--- config.mk ---
export PLATFORM = sky130hd
export DESIGN_NAME = battery_charge_supervisor
export DESIGN_NICKNAME = d
export VERILOG_FILES = /design/src/rtl/bcs_pkg.sv /design/src/rtl/bcs_csr.sv /design/src/rtl/bcs_step.sv /design/src/rtl/battery_charge_supervisor.sv
export SDC_FILE = /design/constraint.sdc
export NUM_CORES = 1
export LEC_CHECK = 0
export BUFFER_PORTS_ARGS = -buffer_cell sky130_fd_sc_hd__buf_4
export CAP_MARGIN = 10
export CORE_UTILIZATION = 30
export CTS_CLUSTER_SIZE = 40
export DETAILED_ROUTE_END_ITERATION = 8
export HOLD_SLACK_MARGIN = 0.1
export SETUP_SLACK_MARGIN = 0.4
export SYNTH_ARGS = -nofsm -noshare
export SYNTH_HDL_FRONTEND = slang
export SYNTH_SLANG_ARGS = --single-unit
--- constraint.sdc ---
create_clock -name clock -period 9.45 [get_ports clock]
set_clock_uncertainty 0.2 [all_clocks]
set_input_delay 0.4725 -clock clock [delete_from_list [all_inputs] [get_ports clock]]
set_output_delay 0.4725 -clock clock [all_outputs]
set_load 0.02 [all_outputs]
--- src/rtl/bcs_pkg.sv ---
`timescale 1ns / 1ps

package bcs_pkg;

   localparam int ADC_BITS_DEFAULT = 10;

   localparam int SAMPLE_W  = 10;
   localparam int LEVEL_W   = 16;
   localparam int GAIN_W    = 16;
   localparam int INTERVAL_W = 10;
   localparam int ELAPSED_W = 17;
   localparam int GAIN_SHIFT = 10;

   localparam logic [ELAPSED_W-1:0] ELAPSED_MAX = '1;
   localparam logic [ELAPSED_W-1:0] MS_PER_UNIT = 17'd100;
   localparam logic [LEVEL_W-1:0]   LOW_SET_MARGIN   = 16'd15;
   localparam logic [LEVEL_W-1:0]   LOW_CLEAR_MARGIN = 16'd5;

   localparam logic [LEVEL_W-1:0]    START_LEVEL_RESET   = 16'd0;
   localparam logic [LEVEL_W-1:0]    STOP_LEVEL_RESET    = 16'd65535;
   localparam logic [INTERVAL_W-1:0] READ_INTERVAL_RESET = 10'd250;
   localparam logic [GAIN_W-1:0]     VOLT_GAIN_RESET     = 16'd400;

   typedef enum logic [1:0] {
      FUNC_TICK     = 2'd0,
      FUNC_AC_GAIN  = 2'd1,
      FUNC_AC_LOSS  = 2'd2,
      FUNC_RESET    = 2'd3
   } func_type;

   typedef enum logic [1:0] {
      REG_START_LEVEL   = 2'd0,
      REG_STOP_LEVEL    = 2'd1,
      REG_READ_INTERVAL = 2'd2,
      REG_VOLT_GAIN     = 2'd3
   } reg_index_type;

   // configuration with thresholds worked out at write time
   typedef struct packed {
      logic [LEVEL_W-1:0]   start_level;
      logic [LEVEL_W-1:0]   stop_level;
      logic [LEVEL_W-1:0]   low_set_level;
      logic [LEVEL_W-1:0]   low_clear_level;
      logic [ELAPSED_W-1:0] due_ms;
      logic [GAIN_W-1:0]    volt_gain;
   } cfg_type;

   typedef struct packed {
      logic                 charging;
      logic                 start_pending;
      logic                 low_flag;
      logic                 low_reported;
      logic                 reset_pending;
      logic [ELAPSED_W-1:0] elapsed_ms;
      logic [LEVEL_W-1:0]   last_level;
   } state_type;

   typedef struct packed {
      func_type            func;
      logic [SAMPLE_W-1:0] adc_sample;
      logic                ac_present;
      logic                in_call;
      logic                report_accepted;
   } item_type;

   typedef struct packed {
      logic               charge_on;
      logic               low_battery;
      logic               report_request;
      logic               reading_taken;
      logic [LEVEL_W-1:0] battery_level;
   } result_type;

endpackage

--- src/rtl/bcs_csr.sv ---
`timescale 1ns / 1ps

module bcs_csr (
   input  logic                          clock,
   input  logic                          reset,
   input  logic                          csr_valid,
   input  logic [1:0]                    csr_index,
   input  logic [15:0]                   csr_data,
   output bcs_pkg::cfg_type              cfg
);

   bcs_pkg::cfg_type cfg_ff;
   bcs_pkg::cfg_type cfg_in;

   always_comb begin
      cfg_in = cfg_ff;
      if (csr_valid) begin
         case (bcs_pkg::reg_index_type'(csr_index))
            bcs_pkg::REG_START_LEVEL: begin
               cfg_in.start_level = csr_data;
               cfg_in.low_set_level = (csr_data > bcs_pkg::LOW_SET_MARGIN) ?
                  csr_data - bcs_pkg::LOW_SET_MARGIN : '0;
               cfg_in.low_clear_level = (csr_data > bcs_pkg::LOW_CLEAR_MARGIN) ?
                  csr_data - bcs_pkg::LOW_CLEAR_MARGIN : '0;
            end
            bcs_pkg::REG_STOP_LEVEL: cfg_in.stop_level = csr_data;
            bcs_pkg::REG_READ_INTERVAL:
               cfg_in.due_ms = bcs_pkg::ELAPSED_W'(csr_data[bcs_pkg::INTERVAL_W-1:0])
                               * bcs_pkg::MS_PER_UNIT;
            bcs_pkg::REG_VOLT_GAIN: cfg_in.volt_gain = csr_data;
            default: cfg_in = cfg_ff;
         endcase
      end
   end

   always_ff @(posedge clock) begin
      if (reset) begin
         cfg_ff.start_level     <= bcs_pkg::START_LEVEL_RESET;
         cfg_ff.stop_level      <= bcs_pkg::STOP_LEVEL_RESET;
         cfg_ff.low_set_level   <= '0;
         cfg_ff.low_clear_level <= '0;
         cfg_ff.due_ms          <= bcs_pkg::ELAPSED_W'(bcs_pkg::READ_INTERVAL_RESET)
                                   * bcs_pkg::MS_PER_UNIT;
         cfg_ff.volt_gain       <= bcs_pkg::VOLT_GAIN_RESET;
      end else begin
         cfg_ff <= cfg_in;
      end
   end

   assign cfg = cfg_ff;

endmodule

--- src/rtl/bcs_step.sv ---
`timescale 1ns / 1ps

module bcs_step #(
   parameter int ADC_BITS = bcs_pkg::ADC_BITS_DEFAULT
) (
   input  bcs_pkg::cfg_type    cfg,
   input  bcs_pkg::state_type  state,
   input  bcs_pkg::item_type   item,
   output bcs_pkg::state_type  state_next,
   output bcs_pkg::result_type result
);

   localparam logic [bcs_pkg::SAMPLE_W-1:0] SAMPLE_MASK =
      bcs_pkg::SAMPLE_W'((64'd1 << ADC_BITS) - 64'd1);
   localparam int PROD_W = bcs_pkg::SAMPLE_W + bcs_pkg::GAIN_W;

   logic [bcs_pkg::SAMPLE_W-1:0]  sample;
   logic [PROD_W-1:0]             product;
   logic [bcs_pkg::LEVEL_W-1:0]   level;
   logic [bcs_pkg::ELAPSED_W-1:0] elapsed_inc;
   logic                          due;

   assign sample  = item.adc_sample & SAMPLE_MASK;
   assign product = PROD_W'(sample) * PROD_W'(cfg.volt_gain);
   // 10-bit sample times 16-bit gain over 1024 always fits 16 bits
   assign level   = product[PROD_W-1:bcs_pkg::GAIN_SHIFT];
   assign elapsed_inc = (state.elapsed_ms == bcs_pkg::ELAPSED_MAX) ?
                        state.elapsed_ms : state.elapsed_ms + 1'b1;
   assign due = !item.in_call && (elapsed_inc >= cfg.due_ms);

   always_comb begin
      bcs_pkg::state_type s;
      logic report;
      logic taken;
      s      = state;
      report = 1'b0;
      taken  = 1'b0;
      case (item.func)
         bcs_pkg::FUNC_TICK: begin
            s.elapsed_ms = elapsed_inc;
            if (s.low_flag && !s.low_reported) begin
               report         = 1'b1;
               s.low_reported = item.report_accepted;
            end
            if (due) begin
               s.elapsed_ms = '0;
               s.last_level = level;
               taken        = 1'b1;
               if (s.reset_pending) begin
                  s.charging      = 1'b0;
                  s.start_pending = 1'b0;
                  s.low_flag      = 1'b0;
                  s.low_reported  = 1'b0;
                  s.reset_pending = 1'b0;
               end
               if (!s.charging) begin
                  if (level <= cfg.start_level) begin
                     s.start_pending = 1'b1;
                     s.charging      = item.ac_present;
                     if (!item.ac_present) begin
                        // low flag hysteresis below the start level
                        if (!s.low_flag && level <= cfg.low_set_level) begin
                           s.low_flag     = 1'b1;
                           s.low_reported = 1'b0;
                        end else if (s.low_flag && level >= cfg.low_clear_level) begin
                           s.low_flag     = 1'b0;
                           s.low_reported = 1'b0;
                        end
                     end
                  end
               end else begin
                  s.low_flag     = 1'b0;
                  s.low_reported = 1'b0;
                  if (level >= cfg.stop_level) begin
                     s.charging      = 1'b0;
                     s.start_pending = 1'b0;
                  end
               end
            end
         end
         bcs_pkg::FUNC_AC_GAIN: begin
            if (s.start_pending && !s.charging) begin
               s.charging = item.ac_present;
            end
         end
         bcs_pkg::FUNC_AC_LOSS: begin
            if (s.charging) begin
               s.charging      = 1'b0;
               s.start_pending = 1'b1;
            end
         end
         bcs_pkg::FUNC_RESET: s.reset_pending = 1'b1;
         default: s = state;
      endcase
      state_next            = s;
      result.charge_on      = s.charging;
      result.low_battery    = s.low_flag;
      result.report_request = report;
      result.reading_taken  = taken;
      result.battery_level  = s.last_level;
   end

endmodule

--- src/rtl/battery_charge_supervisor.sv ---
`timescale 1ns / 1ps

// battery charge supervisor
// req channel: one word per request; tuser carries the request kind (tick, ac gained,
//   ac lost, reset request), tdata the converter sample and the ac, call and
//   report-accepted flags
// rsp channel: exactly one word per request, in request order, with the charger drive,
//   low battery flag, report and reading strobes and the last level in centivolts
// csr channel: register writes (start level, stop level, read interval, gain), always
//   ready; write only while no request is in flight
// path: input register, then one pass of the step logic into the response register
// throughput: one request per cycle while the response side is not stalled; the
//   supervisor state is updated in the same pass that loads the response register,
//   so the next request sees it at once
// when rsp_tready is low the response holds and the input register still takes one
//   more word; req_tready drops only when both registers are full
// reset clears the state, the registers to their defaults and both channels
module battery_charge_supervisor #(
   parameter int ADC_BITS = bcs_pkg::ADC_BITS_DEFAULT
) (
   input  logic        clock,
   input  logic        reset,
   input  logic        req_tvalid,
   output logic        req_tready,
   // [9:0] adc_sample, [10] ac_present, [11] in_call, [12] report_accepted
   input  logic [15:0] req_tdata,
   // [1:0] func
   input  logic [1:0]  req_tuser,
   output logic        rsp_tvalid,
   input  logic        rsp_tready,
   // [0] charge_on, [1] low_battery, [2] report_request, [3] reading_taken,
   // [19:4] battery_level
   output logic [23:0] rsp_tdata,
   input  logic        csr_valid,
   output logic        csr_ready,
   input  logic [1:0]  csr_index,
   input  logic [15:0] csr_data
);

   bcs_pkg::cfg_type    cfg;
   bcs_pkg::state_type  state_ff, state_in;
   bcs_pkg::item_type   item_ff, item_in;
   bcs_pkg::result_type result_ff, result_in;
   logic                item_valid_ff;
   logic                rsp_valid_ff;
   logic                step_fire;

   assign csr_ready = 1'b1;

   bcs_csr u_csr (
      .clock     (clock),
      .reset     (reset),
      .csr_valid (csr_valid),
      .csr_index (csr_index),
      .csr_data  (csr_data),
      .cfg       (cfg)
   );

   bcs_step #(
      .ADC_BITS (ADC_BITS)
   ) u_step (
      .cfg        (cfg),
      .state      (state_ff),
      .item       (item_ff),
      .state_next (state_in),
      .result     (result_in)
   );

   assign step_fire  = item_valid_ff && (!rsp_valid_ff || rsp_tready);
   assign req_tready = !item_valid_ff || step_fire;

   always_comb begin
      item_in.func            = bcs_pkg::func_type'(req_tuser);
      item_in.adc_sample      = req_tdata[9:0];
      item_in.ac_present      = req_tdata[10];
      item_in.in_call         = req_tdata[11];
      item_in.report_accepted = req_tdata[12];
   end

   always_ff @(posedge clock) begin
      if (reset) begin
         item_valid_ff <= 1'b0;
         rsp_valid_ff  <= 1'b0;
         state_ff      <= '0;
      end else begin
         if (req_tready) begin
            item_valid_ff <= req_tvalid;
         end
         if (step_fire) begin
            rsp_valid_ff <= 1'b1;
            state_ff     <= state_in;
         end else if (rsp_tready) begin
            rsp_valid_ff <= 1'b0;
         end
      end
   end

   always_ff @(posedge clock) begin
      if (req_tready && req_tvalid) begin
         item_ff <= item_in;
      end
      if (step_fire) begin
         result_ff <= result_in;
      end
   end

   assign rsp_tvalid = rsp_valid_ff;
   assign rsp_tdata  = {4'b0, result_ff.battery_level, result_ff.reading_taken,
                        result_ff.report_request, result_ff.low_battery,
                        result_ff.charge_on};

   // losing ac always drops the charger
   assert property (@(posedge clock) disable iff (reset)
      step_fire && item_ff.func == bcs_pkg::FUNC_AC_LOSS |=> !state_ff.charging)
      else $error("charger still on after ac loss");

   // a reading restarts the interval timer
   assert property (@(posedge clock) disable iff (reset)
      step_fire && result_in.reading_taken |=> state_ff.elapsed_ms == '0)
      else $error("interval timer not cleared by reading");

   // an empty input register never blocks the request side
   assert property (@(posedge clock) disable iff (reset)
      !item_valid_ff |-> req_tready)
      else $error("request side stalled with empty input register");

endmodule

==> qor.yml <==
worst_setup_path:
  crit_path_max_fanout: 16
  worstSetupPathDepth: 24
  worstSetupStartpointType: "register"
  endpoint_kind: "register"
  crit_family: "adder cells"
  crit_buf_inv: 2
  crit_path_end: "rsp_tdata[1]"
  cpMostUsedCell: "fa_1"
  startpoint: "item_ff[12]"
  r2r.worst_path.cells: 24
  slowest_stage: "edfxtp_1"
  r2r_start: "item_ff[12]"
  path_cells: "and2_1 -> fa_1 -> fa_1 -> fa_1 -> fa_1 -> inv_1 -> fa_1 -> inv_1 -> ha_1 -> a21o_1 -> a21o_1 -> a221oi_2 -> a21bo_1 -> a221o_1 -> a21oi_2 -> xor2_2 -> ha_1 -> nand3_1 -> nor3_1 -> nand2_1 -> a21boi_0 -> or3_1 -> nor4_1 -> o31ai_1"
  worst-r2r-setup-slack_ns: 0.92
  crit_arrival_ns: 8.51
  critical_path_class: "register to register"
  reg2reg_to: "rsp_tdata[1]"
  cpPeakStageDelay_ns: 0.67
  worst_ep_required_time_ns: 9.43
power:
  irDropWorstVdd_mv: 0.1880
  total_leakage_power_uw: 0.007699
  p_per_area_nw_per_um2: 177.4
timing:
  finalCritPeriodShare: 0.9021
  fmax_ghz: 0.1173
  rsz0062_at_grt: "false"
  finalMaxSlewViolations: 0
  final-hold-violation-count: 0
  setup_viol: 0
  tightestPinTransition_ns: 1.171
  slew_headroom: 0.2165
  period_needed_ns: 8.525
  fin_tns_setup_ns: 0
hold_path:
  hold_path_depth: 3
  hold_class: "input pin to register"
routing:
  first_iter_violations: 696
  drt-total-wl_um: 41110
  via_per_inst: 4.897
  ant_nets: 0
  vias: 12150
  drt_first_pass_iters: 5
  avgRoutedWirePerCell_um: 16.57
  drcViolationCount: 0
clocking:
  clock_latency_ns: 0.46
  cts.sinks: 170
  cts_tree: "yes"
  path_clk_slew_ns: 0.08
  cts_root_buf: "clkbuf_16"
  numCtsBuffers: 17
  cts_buffer_depth: 2
  cts_htree_levels: 4
global_routing:
  grt_pass1_vias: 12420
  grt_max_degree: 62
  overflow: 0
  antenna_found_initial: 1
  grt_pass1_wl_um: 67170
  grt_usage: 0.1673
yosys:
  ys_types: 87
  synth_top_area_cell: "dfxtp_1"
  synth_flop_cell: "dfxtp_1"
  post_synth.cell_area_avg_um2: 8.574
  synth.top_cell.area_share: 0.1777
  ys_seq_area_frac: 0.2468
  netlist_instances: 1774
  synth_area_um2: 15210
  synth-seq-cells: 170
  ys.warnings.count: 0
  async_reset_ff_frac: 0
  synth-edff-count: 35
  synth_area_leaders: "dfxtp_1 18%, ha_1 15%, fa_1 15%"
layout:
  layout-drive-gt1-share: 0.08126
  mostFrequentLayoutCells: "278 x nand2_1, 249 x inv_1, 188 x ha_1"
  fill_cells: 5265
  syn_to_final_growth_pct: 12.10
  fin_util: 0.3405
  diodes: 0
  num-nets-final: 2139
  final_common_cell: "nand2_1"
flow_run:
  max_cap_viol_count: 0
outcome:
  status: "complete, no violations"
floorplan:
  ioPinCount: 68
  die_area_um2: 51600
  die_w_um: 227.2
  fp.coreArea_um2: 50070
  die_h_um: 227.2
  initial_core_util: 0.3038
  rows: 82
placement:
  globalplace.congestion: 0.8635
  io_buffers: 59
  dp_hpwl_um: 31040
==> layer usage <==
layer  global-route usage  part of all wire  up-vias
li1                     -                 -     5936
met1               0.2125              0.45     5883
met2               0.2826              0.48      269
met3              0.03188             0.048       59
met4              0.05694             0.024        2
met5                    0           0.00017        -
==> cell usage after synthesis (11+ instances only) <==
| master | n |
|---|---|
| nand4_1 | 18 |
| and3_1 | 12 |
| clkbuf_1 | 74 |
| and2_1 | 85 |
| nor3_1 | 24 |
| nand3_1 | 53 |
| o21ai_0 | 34 |
| xor2_1 | 20 |
| inv_1 | 249 |
| ha_1 | 188 |
| nor2_1 | 53 |
| fa_1 | 114 |
| a22oi_1 | 12 |
| o211ai_1 | 29 |
| xnor2_1 | 41 |
| a21oi_1 | 127 |
| dfxtp_1 | 135 |
| a21o_1 | 20 |
| edfxtp_1 | 35 |
| nand2_1 | 278 |
| a211oi_1 | 11 |
==> through the flow <==
stage / instances / setup WS (ns) / cell area, um^2 / power (uW) / hold WS [ns]
2_1_floorplan: 1777 / 1.850 / 15220 / 1809 / 0.2319
3_3_place_gp: 2424 / 0.8595 / 16180 / 2204 / 0.2411
3_5_place_dp: 2424 / 0.7739 / 16180 / 2260 / 0.2464
4_1_cts: 2473 / 0.7495 / 16970 / 3034 / 0.1094
5_1_grt: 2481 / 0.4539 / 17050 / 3267 / 0.1307
6_report: 2481 / 0.9248 / 17050 / 3024 / 0.1313
==> timing repair <==
item | in CTS | in global routing
hold endpoints to repair | 17 | 0
hold buffers | 17 | 0
endpoints found under the setup margin | 0 | 3
setup buffers | 0 | 8
resized for setup | 0 | 1
==> worst min-delay path by stage <==
stage             startpoint            end  slack, ns
2_1_floorplan  u_csr.cfg[25]  u_csr.cfg[25]       0.23
3_3_place_gp   u_csr.cfg[35]  u_csr.cfg[35]       0.24
3_5_place_dp   u_csr.cfg[38]  u_csr.cfg[38]       0.25
4_1_cts         csr_data[13]  u_csr.cfg[13]       0.11
5_1_grt         csr_data[13]  u_csr.cfg[94]       0.13
6_report         csr_data[4]  u_csr.cfg[85]       0.13
==> power breakdown <==
group          total (uW)  internal [uW]  switching (uW)
Sequential            796            765            31.2
Clock                 755            411             344
Combinational        1470            572             901
Total                3020           1750            1280
==> flip-flops by register name (all words and copies together) (netlist names) <==
signal	flops
state_ff	38
rsp_tvalid	1
u_csr.cfg	95
item_valid_ff	1
rsp_tdata	20
item_ff	15
==> cells by family after synthesis <==
logic type	synth area share
buffers and inverters	0.08819
adder cells (fa/ha/maj)	0.3047
XOR/XNOR	0.03513
AND/OR/NAND/NOR	0.1771
multiplexers	0.008802
AO/OA/AOI/OAI	0.1388
flip-flops	0.2468
other	0.0004938
==> area by class of cell <==
cell class,instances,area (um^2),share of cell area
clock buffer,19,444.2,0.02605
inverter,251,944.7,0.05540
timing repair buffer,92,745.7,0.04374
multi-input combinational,1264,10140,0.5949
clock inverter,13,177.7,0.01042
sequential,170,3754,0.2202
tap,672,840.8,0.04931
==> worst register-to-register path, stage by stage, from the launching register on <==
cell	delay [ns]
edfxtp_1	0.67
and2_1	0.30
fa_1	0.51
fa_1	0.53
fa_1	0.52
fa_1	0.58
inv_1	0.07
fa_1	0.54
inv_1	0.05
ha_1	0.35
a21o_1	0.18
a21o_1	0.19
a221oi_2	0.26
a21bo_1	0.39
a221o_1	0.44
a21oi_2	0.28
xor2_2	0.38
ha_1	0.20
nand3_1	0.11
nor3_1	0.25
nand2_1	0.10
a21boi_0	0.17
or3_1	0.42
nor4_1	0.45
o31ai_1	0.12
Note: power is estimated with default switching activity, not from simulation.
